--- src/rtl/scsr_pkg.sv ---
`timescale 1ns / 1ps
`default_nettype none
// ----------------------------------------------------------------------------
// scsr_pkg
// Shared types, widths and codes for the sparse CSR matrix store.
// ----------------------------------------------------------------------------
package scsr_pkg;

    localparam int MAX_ROWS_DEF    = 1024;
    localparam int MAX_ENTRIES_DEF = 4096;

    localparam int CMD_W      = 1;
    localparam int ROW_W      = 10;
    localparam int COL_W      = 16;
    localparam int VAL_W      = 16;
    localparam int STATUS_W   = 2;
    localparam int NUM_ROWS_W = 11;
    localparam int ENTRY_W    = COL_W + VAL_W;

    localparam logic [NUM_ROWS_W-1:0] NUM_ROWS_RST = NUM_ROWS_W'(1024);

    localparam logic [CMD_W-1:0] CMD_INSERT = 1'b0;
    localparam logic [CMD_W-1:0] CMD_LOOKUP = 1'b1;

    localparam logic [STATUS_W-1:0] STATUS_OK    = 2'd0;
    localparam logic [STATUS_W-1:0] STATUS_FULL  = 2'd1;
    localparam logic [STATUS_W-1:0] STATUS_RANGE = 2'd2;

    typedef struct packed {
        logic [CMD_W-1:0] cmd;
        logic [ROW_W-1:0] row;
        logic [COL_W-1:0] col;
        logic [VAL_W-1:0] value;
    } scsr_req_t;

    typedef struct packed {
        logic [VAL_W-1:0]    read_value;
        logic [STATUS_W-1:0] status;
    } scsr_result_t;

    typedef struct packed {
        logic [COL_W-1:0] col;
        logic [VAL_W-1:0] value;
    } scsr_entry_t;

    typedef enum logic {
        OP_INC,
        OP_DEC
    } step_op_t;

    typedef enum logic [3:0] {
        ST_CLR,
        ST_IDLE,
        ST_LK_A,
        ST_LK_B,
        ST_LK_C,
        ST_SCAN,
        ST_CMP,
        ST_IN_A,
        ST_IN_B,
        ST_SH_RD,
        ST_SH_WR,
        ST_RS_RD,
        ST_RS_WR,
        ST_RESP
    } scsr_state_t;

endpackage
`default_nettype wire

--- src/rtl/scsr_step.sv ---
`timescale 1ns / 1ps
`default_nettype none
// ----------------------------------------------------------------------------
// scsr_step
// Shared step unit: increment or decrement one operand, compare it to another.
// ----------------------------------------------------------------------------
module scsr_step #(
    parameter int W = 13
) (
    input  wire logic [W-1:0]          a,
    input  wire logic [W-1:0]          b,
    input  wire scsr_pkg::step_op_t    op,
    output logic      [W-1:0]          y,
    output logic                       eq
);

    import scsr_pkg::*;

    always_comb
    begin
        unique case (op)
            OP_INC:  y = a + W'(1);
            OP_DEC:  y = a - W'(1);
            default: y = a;
        endcase
    end

    assign eq = (a == b);

endmodule
`default_nettype wire

--- src/rtl/scsr_ctrl.sv ---
`timescale 1ns / 1ps
`default_nettype none
// ----------------------------------------------------------------------------
// scsr_ctrl
// Sequencer for insert and lookup: walks row starts and entries through the
// shared step unit, one memory access at a time.
// ----------------------------------------------------------------------------
module scsr_ctrl #(
    parameter int MAX_ROWS    = scsr_pkg::MAX_ROWS_DEF,
    parameter int MAX_ENTRIES = scsr_pkg::MAX_ENTRIES_DEF,
    parameter int RI_W        = 11,
    parameter int EC_W        = 13,
    parameter int EA_W        = 12,
    parameter int UW          = 13
) (
    input  wire logic                                clk,
    input  wire logic                                rst_n,
    input  wire logic                                in_valid,
    output logic                                     in_stall,
    input  wire scsr_pkg::scsr_req_t                 req,
    input  wire logic [scsr_pkg::NUM_ROWS_W-1:0]     num_rows,
    input  wire logic                                out_free,
    output logic                                     done,
    output scsr_pkg::scsr_result_t                   res,
    output logic                                     rs_we,
    output logic      [RI_W-1:0]                     rs_waddr,
    output logic      [EC_W-1:0]                     rs_wdata,
    output logic      [RI_W-1:0]                     rs_raddr,
    input  wire logic [EC_W-1:0]                     rs_rdata,
    output logic                                     en_we,
    output logic      [EA_W-1:0]                     en_waddr,
    output logic      [scsr_pkg::ENTRY_W-1:0]        en_wdata,
    output logic      [EA_W-1:0]                     en_raddr,
    input  wire logic [scsr_pkg::ENTRY_W-1:0]        en_rdata
);

    import scsr_pkg::*;

    localparam int CW0 = (RI_W > NUM_ROWS_W) ? RI_W : NUM_ROWS_W;
    localparam int CW  = (CW0 > ROW_W) ? CW0 : ROW_W;

    scsr_state_t  state_reg, state_next;
    scsr_req_t    req_reg, req_next;
    scsr_result_t res_reg, res_next;
    logic [EC_W-1:0] ptr_reg, ptr_next;
    logic [EC_W-1:0] end_reg, end_next;
    logic [EC_W-1:0] pos_reg, pos_next;
    logic [EC_W-1:0] total_reg, total_next;
    logic [RI_W-1:0] r_reg, r_next;
    logic [RI_W-1:0] wa_reg, wa_next;

    logic [UW-1:0] alu_a, alu_b, alu_y;
    step_op_t      alu_op;
    logic          alu_eq;

    logic [RI_W-1:0] rowi;
    logic [CW-1:0]   row_ext;
    logic            out_rng;
    logic            full;
    scsr_entry_t     ent;

    scsr_step #(
        .W (UW)
    ) u_step (
        .a  (alu_a),
        .b  (alu_b),
        .op (alu_op),
        .y  (alu_y),
        .eq (alu_eq)
    );

    assign rowi    = RI_W'(req_reg.row);
    assign row_ext = CW'(req.row);
    assign out_rng = (row_ext >= CW'(num_rows)) || (row_ext >= CW'(MAX_ROWS));
    assign full    = (total_reg == EC_W'(MAX_ENTRIES));
    assign ent     = en_rdata;
    assign res     = res_reg;

    always_ff @(posedge clk or negedge rst_n)
    begin
        if (!rst_n)
        begin
            state_reg <= ST_CLR;
            total_reg <= '0;
            r_reg     <= '0;
        end
        else
        begin
            state_reg <= state_next;
            total_reg <= total_next;
            r_reg     <= r_next;
        end
    end

    always_ff @(posedge clk)
    begin
        req_reg <= req_next;
        res_reg <= res_next;
        ptr_reg <= ptr_next;
        end_reg <= end_next;
        pos_reg <= pos_next;
        wa_reg  <= wa_next;
    end

    always_comb
    begin
        state_next = state_reg;
        req_next   = req_reg;
        res_next   = res_reg;
        ptr_next   = ptr_reg;
        end_next   = end_reg;
        pos_next   = pos_reg;
        total_next = total_reg;
        r_next     = r_reg;
        wa_next    = wa_reg;
        alu_a      = '0;
        alu_b      = '0;
        alu_op     = OP_INC;
        rs_we      = 1'b0;
        rs_waddr   = r_reg;
        rs_wdata   = '0;
        rs_raddr   = r_reg;
        en_we      = 1'b0;
        en_waddr   = ptr_reg[EA_W-1:0];
        en_wdata   = en_rdata;
        en_raddr   = ptr_reg[EA_W-1:0];
        in_stall   = 1'b1;
        done       = 1'b0;

        unique case (state_reg)
            ST_CLR:
            begin
                // clearing pass over the row start table
                rs_we    = 1'b1;
                rs_waddr = r_reg;
                rs_wdata = '0;
                alu_a    = UW'(r_reg);
                if (r_reg == RI_W'(MAX_ROWS))
                begin
                    state_next = ST_IDLE;
                end
                else
                begin
                    r_next = alu_y[RI_W-1:0];
                end
            end
            ST_IDLE:
            begin
                in_stall = 1'b0;
                if (in_valid)
                begin
                    req_next = req;
                    if (out_rng)
                    begin
                        res_next   = '{read_value: '0, status: STATUS_RANGE};
                        state_next = ST_RESP;
                    end
                    else if (req.cmd == CMD_INSERT && full)
                    begin
                        res_next   = '{read_value: '0, status: STATUS_FULL};
                        state_next = ST_RESP;
                    end
                    else if (req.cmd == CMD_INSERT)
                    begin
                        state_next = ST_IN_A;
                    end
                    else
                    begin
                        state_next = ST_LK_A;
                    end
                end
            end
            ST_IN_A:
            begin
                alu_a      = UW'(rowi);
                rs_raddr   = alu_y[RI_W-1:0];
                r_next     = alu_y[RI_W-1:0];
                state_next = ST_IN_B;
            end
            ST_IN_B:
            begin
                pos_next   = rs_rdata;
                ptr_next   = total_reg;
                state_next = ST_SH_RD;
            end
            ST_SH_RD:
            begin
                alu_a  = UW'(ptr_reg);
                alu_b  = UW'(pos_reg);
                alu_op = OP_DEC;
                if (alu_eq)
                begin
                    // gap is open: drop the new word in
                    en_we      = 1'b1;
                    en_waddr   = pos_reg[EA_W-1:0];
                    en_wdata   = {req_reg.col, req_reg.value};
                    state_next = ST_RS_RD;
                end
                else
                begin
                    en_raddr   = alu_y[EA_W-1:0];
                    state_next = ST_SH_WR;
                end
            end
            ST_SH_WR:
            begin
                alu_a      = UW'(ptr_reg);
                alu_op     = OP_DEC;
                en_we      = 1'b1;
                en_waddr   = ptr_reg[EA_W-1:0];
                en_wdata   = en_rdata;
                ptr_next   = alu_y[EC_W-1:0];
                state_next = ST_SH_RD;
            end
            ST_RS_RD:
            begin
                rs_raddr   = r_reg;
                wa_next    = r_reg;
                alu_a      = UW'(r_reg);
                r_next     = alu_y[RI_W-1:0];
                state_next = ST_RS_WR;
            end
            ST_RS_WR:
            begin
                alu_a    = UW'(rs_rdata);
                rs_we    = 1'b1;
                rs_waddr = wa_reg;
                rs_wdata = alu_y[EC_W-1:0];
                if (wa_reg == RI_W'(MAX_ROWS))
                begin
                    total_next = alu_y[EC_W-1:0];
                    res_next   = '{read_value: '0, status: STATUS_OK};
                    state_next = ST_RESP;
                end
                else
                begin
                    state_next = ST_RS_RD;
                end
            end
            ST_LK_A:
            begin
                rs_raddr   = rowi;
                state_next = ST_LK_B;
            end
            ST_LK_B:
            begin
                alu_a      = UW'(rowi);
                rs_raddr   = alu_y[RI_W-1:0];
                ptr_next   = rs_rdata;
                state_next = ST_LK_C;
            end
            ST_LK_C:
            begin
                end_next   = rs_rdata;
                state_next = ST_SCAN;
            end
            ST_SCAN:
            begin
                alu_a = UW'(ptr_reg);
                alu_b = UW'(end_reg);
                if (alu_eq)
                begin
                    res_next   = '{read_value: '0, status: STATUS_OK};
                    state_next = ST_RESP;
                end
                else
                begin
                    en_raddr   = ptr_reg[EA_W-1:0];
                    state_next = ST_CMP;
                end
            end
            ST_CMP:
            begin
                alu_a = UW'(ptr_reg);
                if (ent.col == req_reg.col)
                begin
                    res_next   = '{read_value: ent.value, status: STATUS_OK};
                    state_next = ST_RESP;
                end
                else
                begin
                    ptr_next   = alu_y[EC_W-1:0];
                    state_next = ST_SCAN;
                end
            end
            ST_RESP:
            begin
                done = 1'b1;
                if (out_free)
                begin
                    state_next = ST_IDLE;
                end
            end
            default:
            begin
                state_next = ST_IDLE;
            end
        endcase
    end

endmodule
`default_nettype wire

--- config.mk ---
export PLATFORM = sky130hd
export DESIGN_NAME = scsr_ctrl
export DESIGN_NICKNAME = d
export VERILOG_FILES = /design/src/rtl/scsr_pkg.sv /design/src/rtl/scsr_step.sv /design/src/rtl/scsr_ctrl.sv
export SDC_FILE = /design/constraint.sdc
export NUM_CORES = 1
export LEC_CHECK = 0
export BUFFER_PORTS_ARGS = -buffer_cell sky130_fd_sc_hd__clkbuf_2
export CAP_MARGIN = 25
export CORE_UTILIZATION = 40
export DETAILED_ROUTE_END_ITERATION = 8
export PLACE_DENSITY = 0.75
export SETUP_SLACK_MARGIN = 0.5
export SLEW_MARGIN = 20
export SYNTH_ARGS = -nofsm -noshare
export SYNTH_HDL_FRONTEND = slang
export SYNTH_HIERARCHICAL = 1
export SYNTH_SLANG_ARGS = --single-unit
--- constraint.sdc ---
create_clock -name clk -period 5.15 [get_ports clk]
set_input_delay 0.515 -clock clk [delete_from_list [all_inputs] [get_ports clk]]
set_output_delay 0.515 -clock clk [all_outputs]
set_load 0.05 [all_outputs]
Word level (Yosys, flattened, before mapping)
Index checks and enable logic that the tools add are counted.

storage, ports and cells
  flip-flop bits (word level) = 138
  latch bits = 0
  memory bits (writable) = 0
  ROM bits = 0
  output and inout bits = 113
  logic and storage cells = 104
  memories kept = 0

cells by class
  add/subtract/negate cells = 2
  multipliers = 0
  divide/modulo/power cells = 0
  $lt $le $gt $ge = 2
  eq/ne operators = 27
  shift operators = 0
  multiplexer cells = 40
  bitwise operators = 2
  reductions and logical operators = 19

operators by type and width
  operator                                                                                number
  18-bit two-way mux                                                                      6
  13-bit case mux with 4 select lines                                                     2
  18-bit case mux with 4 select lines                                                     1
  32-bit two-way mux                                                                      2
  13-bit case mux with 2 select lines                                                     2
  4-bit case mux with 13 select lines                                                     1
  12-bit two-way mux                                                                      4
  11-bit case mux with 2 select lines                                                     2
  4-bit two-way mux                                                                       7
  13-bit two-way mux                                                                      2
  4-bit == test (second input constant)                                                   6
  11-bit == test (second input constant)                                                  2
  11-bit two-way mux                                                                      2
  16-bit == test                                                                          1
  4-bit by 3-bit == test with 1-bit output (second input constant)                        4
  2-bit inequality test (second input constant)                                           8
  13-bit by 1-bit adder with 13-bit output (second input constant)                        1
  13-bit == test                                                                          1
  13-bit == test (second input constant)                                                  1
  13-bit by 1-bit subtractor with 13-bit output (second input constant)                   1
  2-bit OR reduction                                                                      6
  10-bit by 11-bit greater-or-equal comparator with 1-bit output                          1
  10-bit by 11-bit greater-or-equal comparator with 1-bit output (second input constant)  1
  4-bit by 2-bit == test with 1-bit output (second input constant)                        2
  other kinds (15)                                                                        26

Logic depth before layout (Yosys ltp)
  depth in word-level cells = 7
  depth in mapped cells = 17
  gate-level depth less buffers = 15

Cells and area by module
The synthesis kept the hierarchy.

modules (own cells, without submodules)
  module     times used  cells an instance  area each (sq um)  seq. area each (sq um)
  scsr_ctrl  1           601                6955.4             4003.8
  scsr_step  1           90                 728.2              0.0

Worst setup path after synthesis
No wires, ideal clock.

  kind = flip-flop to output port
  from = reg state_reg[3]
  to = out en_we
  arrival = 3.554 ns
  slack = 1.081 ns
  cell stages (with the launch flop) = 14
  buffers on the path = 3
  cell sequence = dfrtp_1 > buf_2 > nand2b_2 > buf_4 > o21ai_1 > buf_2 > a222oi_1 > nand2_1 > xor2_1 > nor4_1 > nand4_1 > nor4_1 > nand2_1 > a21oi_1

on the way
  longest elaborated chain between the ends = 6
  elaborated cells on any way between the ends = 17

ends and longest elaborated chain
  item                                                                    line              RTL
  start, declared                                                         scsr_ctrl.sv:42   scsr_state_t state_reg, state_next;
  start signal, assigned                                                  scsr_ctrl.sv:89   state_reg <= state_next;
  4-bit by 3-bit == test with 1-bit output, or another cell as far along  scsr_ctrl.sv:130  unique case (state_reg)
  4-bit OR reduction (no line) or 2-bit OR reduction (tied branches)      -
  13-bit case mux with 4 select lines (*)                                 scsr_ctrl.sv:130
  net alu_a[1]                                                            scsr_ctrl.sv:52   logic [UW-1:0] alu_a, alu_b, alu_y;
  13-bit == test (*)                                                      scsr_step.sv:28   assign eq = (a == b);
  net alu_eq                                                              scsr_ctrl.sv:54   logic alu_eq;
  1-bit two-way mux (*)                                                   scsr_ctrl.sv:191  if (alu_eq)
  1-bit case mux with 2 select lines (*)                                  scsr_ctrl.sv:130
  end, declared                                                           scsr_ctrl.sv:30   output logic en_we,

Mark *: on every way through the listed nets, which the timed path passes. The rest lies on a longest branch.

Worst setup path in the final report
  from = reg state_reg[3]
  to = out en_waddr[1]

on the way
  longest elaborated chain between the ends = 6
  elaborated cells on any way between the ends = 17

ends and longest elaborated chain
  item                                                                    line              RTL
  4-bit by 3-bit == test with 1-bit output, or another cell as far along  scsr_ctrl.sv:130
  4-bit OR reduction (no line) or 2-bit OR reduction (tied branches)      -
  13-bit case mux with 4 select lines (*)                                 scsr_ctrl.sv:130
  net alu_a[5]                                                            scsr_ctrl.sv:52
  13-bit == test (*)                                                      scsr_step.sv:28
  net alu_eq                                                              scsr_ctrl.sv:54
  12-bit two-way mux (*)                                                  scsr_ctrl.sv:191
  12-bit two-way mux (*)                                                  scsr_ctrl.sv:130
  end, declared                                                           scsr_ctrl.sv:31   output logic [EA_W-1:0] en_waddr,

Marked as above.

==> impl_results.md <==
* Die X at 141 µm
* Nets@finish at 1068
* Hpwl dp at 16900 µm
* Synth area leader: edfxtp_1
* Clock slew at reported path FFs at 0.06 ns
* Crit end category: primary output
* Avg Cell Area, Syn at 11.1 µm²
* Clk network pwr share at 0.176
* Non-filler cells in the finished layout at 1190
* Worst hold path type: in2async
* Sw Share at 0.492
* Via density at 5.57
* Post-route cell area at 10000 µm²
* Worst skew pair latency at 0.42 ns
* Root buffer cell: clkbuf_16
* Max rail drop VDD at 339 µV
* Drt wl/cell at 19.5 µm
* I/O pins at 216
* Flop pwr share at 0.236
* Status: finished clean
* First-pass detailed-route iteration total at 7
* Row Count at 50
* Max reg flops at 42
* # diodes at 0
* Initial antenna violation count at 0
* CP arrival at 4.04 ns
* Final period utilization at 0.885
* Gpl congestion at 0.943
* Deepest clock path buffer count at 2
* Relative slew slack at 0.308
* Pin count of the biggest net entering global routing at 45
* Cell with the most instances after synthesis: nand2_1
* Area of the core at 18800 µm²
* Gr usage total at 0.231
* Post-DP Area at 9090 µm²
* Synth Cell Area at 7680 µm²
* CTS tree: done
* Final min period at 4.56 ns
* Max cap viols at 0
* Main synth FF type: edfxtp_1
* Fin Clk Skew at 0.00910 ns
* Max Slew Vio Count at 0
* Final wirelength at 23200 µm
* Finish-stage setup viols at 0
* Comb power frac at 0.588
* Clk sinks at 138
* Die area at 19800 µm²
* Post-synthesis sequential area ratio at 0.521
* H-tree levels at 4
* Asr flop ratio synth at 0.203
* Worst Tran Pin Value at 1.03 ns
* RSZ-0062 raised after global routing: no
* Critical path required time at 4.64 ns
* GR Overflow Total at 0
* Post-synth EDFFs at 110
* Final Hold Viols at 0
* Mapped Cells at 691
* Sw power at 3.75 mW
* Post-Place Cells at 1131
* 1st-iter DRT viols at 766
* Power per cell area at 759 nW/µm²
* Reg2Reg Depth at 17
* IO buf count at 215
* Yosys warnings at 6
* Largest cells by area after synthesis: edfxtp_1 (43%), mux2_2 (9.7%), dfrtp_1 (9.1%), nand2_1 (7.8%), ha_1 (3.4%)
* Final antenna-violating net count at 0
* Fraction of layout cells with a size suffix above 1 at 0.407
* Vias in the first global route at 6046
* Die H at 141 µm
* First-pass GRT wire length at 34200 µm
* Synth top cells by count: nand2_1 (160), edfxtp_1 (110), mux2_2 (66)
* Pint at 3.87 mW
* # fillers at 1624
* Startpoint types: flip-flop
* Seq cells post-synth at 138
* Inserted Clock Buffers at 17
* Starting density of the core at 0.409
* Syn nets at 816
* Vias at 6629
* Fmax at 219 MHz
* Total power at 7.62 mW
* Critical Path Fanout Max at 44
* Core Util, Final at 0.535
* Leak Pwr at 4.45 nW
* Post-synth top area share at 0.430
* Setup TNS Final at 0 ns
* Drt drc at 0
* Synth-to-Final Area Change at 30.7%
* Synth unique cells at 60
* Worst Setup Path Type: reg2out
==> power by group through the flow <==
stage          sequential, mW  combinational, mW  clock (mW)
2_1_floorplan            1.94               2.74           0
3_3_place_gp             1.80               4.09           0
3_5_place_dp             1.81               4.11           0
4_1_cts                  1.80               4.16        1.36
5_1_grt                  1.82               4.71        1.40
6_report                 1.80               4.48        1.35
==> metal layers <==
metal  share of wire  global-route usage  wire length [µm]  up-vias
li1                -                   -                 -     3027
met1            0.42               0.320              9750     3170
met2            0.46               0.357             10800      393
met3           0.096              0.0482              2220       39
met4           0.020              0.0864               471        0
met5               0                   0                 0        -
==> critical path, cell delays in order, from the launching register on <==
cell	delay, ns
dfrtp_2	0.48
buf_12	0.16
nand2b_4	0.09
a22oi_1	0.07
buf_4	0.19
a222oi_1	0.41
nand2_1	0.18
xor2_1	0.19
nor4_2	0.29
nand4_1	0.17
nor4_2	0.33
buf_4	0.20
nand2_2	0.06
buf_8	0.23
mux2_2	0.35
clkbuf_4	0.22
==> per-stage QoR <==
step / worst slack [ns] / hold WS, ns
finish: 0.591 / 0.186
global route: 0.426 / 0.242
CTS: 0.515 / 0.204
detailed placement: 0.723 / 0.494
global placement: 0.900 / 0.484
floorplan: 1.08 / 0.219
==> cell usage in the layout, fill, tap and decap left out, types with 3 or more instances in the layout <==
| cell | instances |
|---|---|
| clkinv_4 | 4 |
| xor2_1 | 25 |
| nor4b_1 | 3 |
| nand2b_1 | 3 |
| o21ai_0 | 7 |
| a222oi_1 | 10 |
| nand2_1 | 158 |
| mux2_2 | 66 |
| nand2b_4 | 3 |
| nand4_1 | 6 |
| nor2b_1 | 3 |
| clkbuf_16 | 17 |
| and2_1 | 30 |
| nor3_1 | 6 |
| nor2_1 | 21 |
| nand3_1 | 6 |
| clkbuf_1 | 4 |
| a21oi_1 | 18 |
| dfrtp_1 | 24 |
| o22ai_1 | 4 |
| buf_4 | 46 |
| a22o_1 | 16 |
| nor4_1 | 8 |
| dfrtp_2 | 4 |
| a22oi_1 | 25 |
| bufinv_16 | 5 |
| edfxtp_1 | 110 |
| clkbuf_2 | 168 |
| nor3_2 | 3 |
| buf_2 | 46 |
| xnor2_1 | 13 |
| ha_1 | 20 |
| a21o_1 | 4 |
| inv_1 | 17 |
==> final cells by class <==
cell class	count	area, µm²	area share
multi-input combinational	503	3540	0.353
clock inverter	10	193	0.0192
inverter	18	67.6	0.00673
timing repair buffer	265	1490	0.148
tap	234	293	0.0292
sequential	138	4010	0.399
clock buffer	22	454	0.0452
==> kinds of logic after synthesis <==
group | count (synthesis) | share of synthesized area
muxes | 68 | 0.0995
adders and majority gates | 22 | 0.0368
DFF | 138 | 0.521
xor gates and xnor gates | 41 | 0.0467
buffers and inverters | 50 | 0.0290
and+or+nand+nor | 264 | 0.158
AOI/OAI and AO/OA | 108 | 0.109
==> what timing repair did <==
action	4_1_cts	5_1_grt
hold endpoints to repair	0	0
endpoints found under the setup margin	63	66
resized for setup	8	63
buffers inserted	4	22
pin swaps	1	6
hold buffers	0	0
==> worst paths after layout <==
check | slack (ns) | startpoint | end
worst max-delay path | 0.59 | state_reg[3] | en_waddr[1]
worst min-delay path | 0.19 | rst_n | r_reg[5]
worst max register to register | 1.04 | state_reg[3] | res[7]
worst min register to register | 0.51 | total_reg[6] | total_reg[6]
max in group asynchronous | 4.38 | rst_n | state_reg[2]
min in group clk | 0.27 | req[17] | req_reg[17]
(Power assumes the default switching activity.)
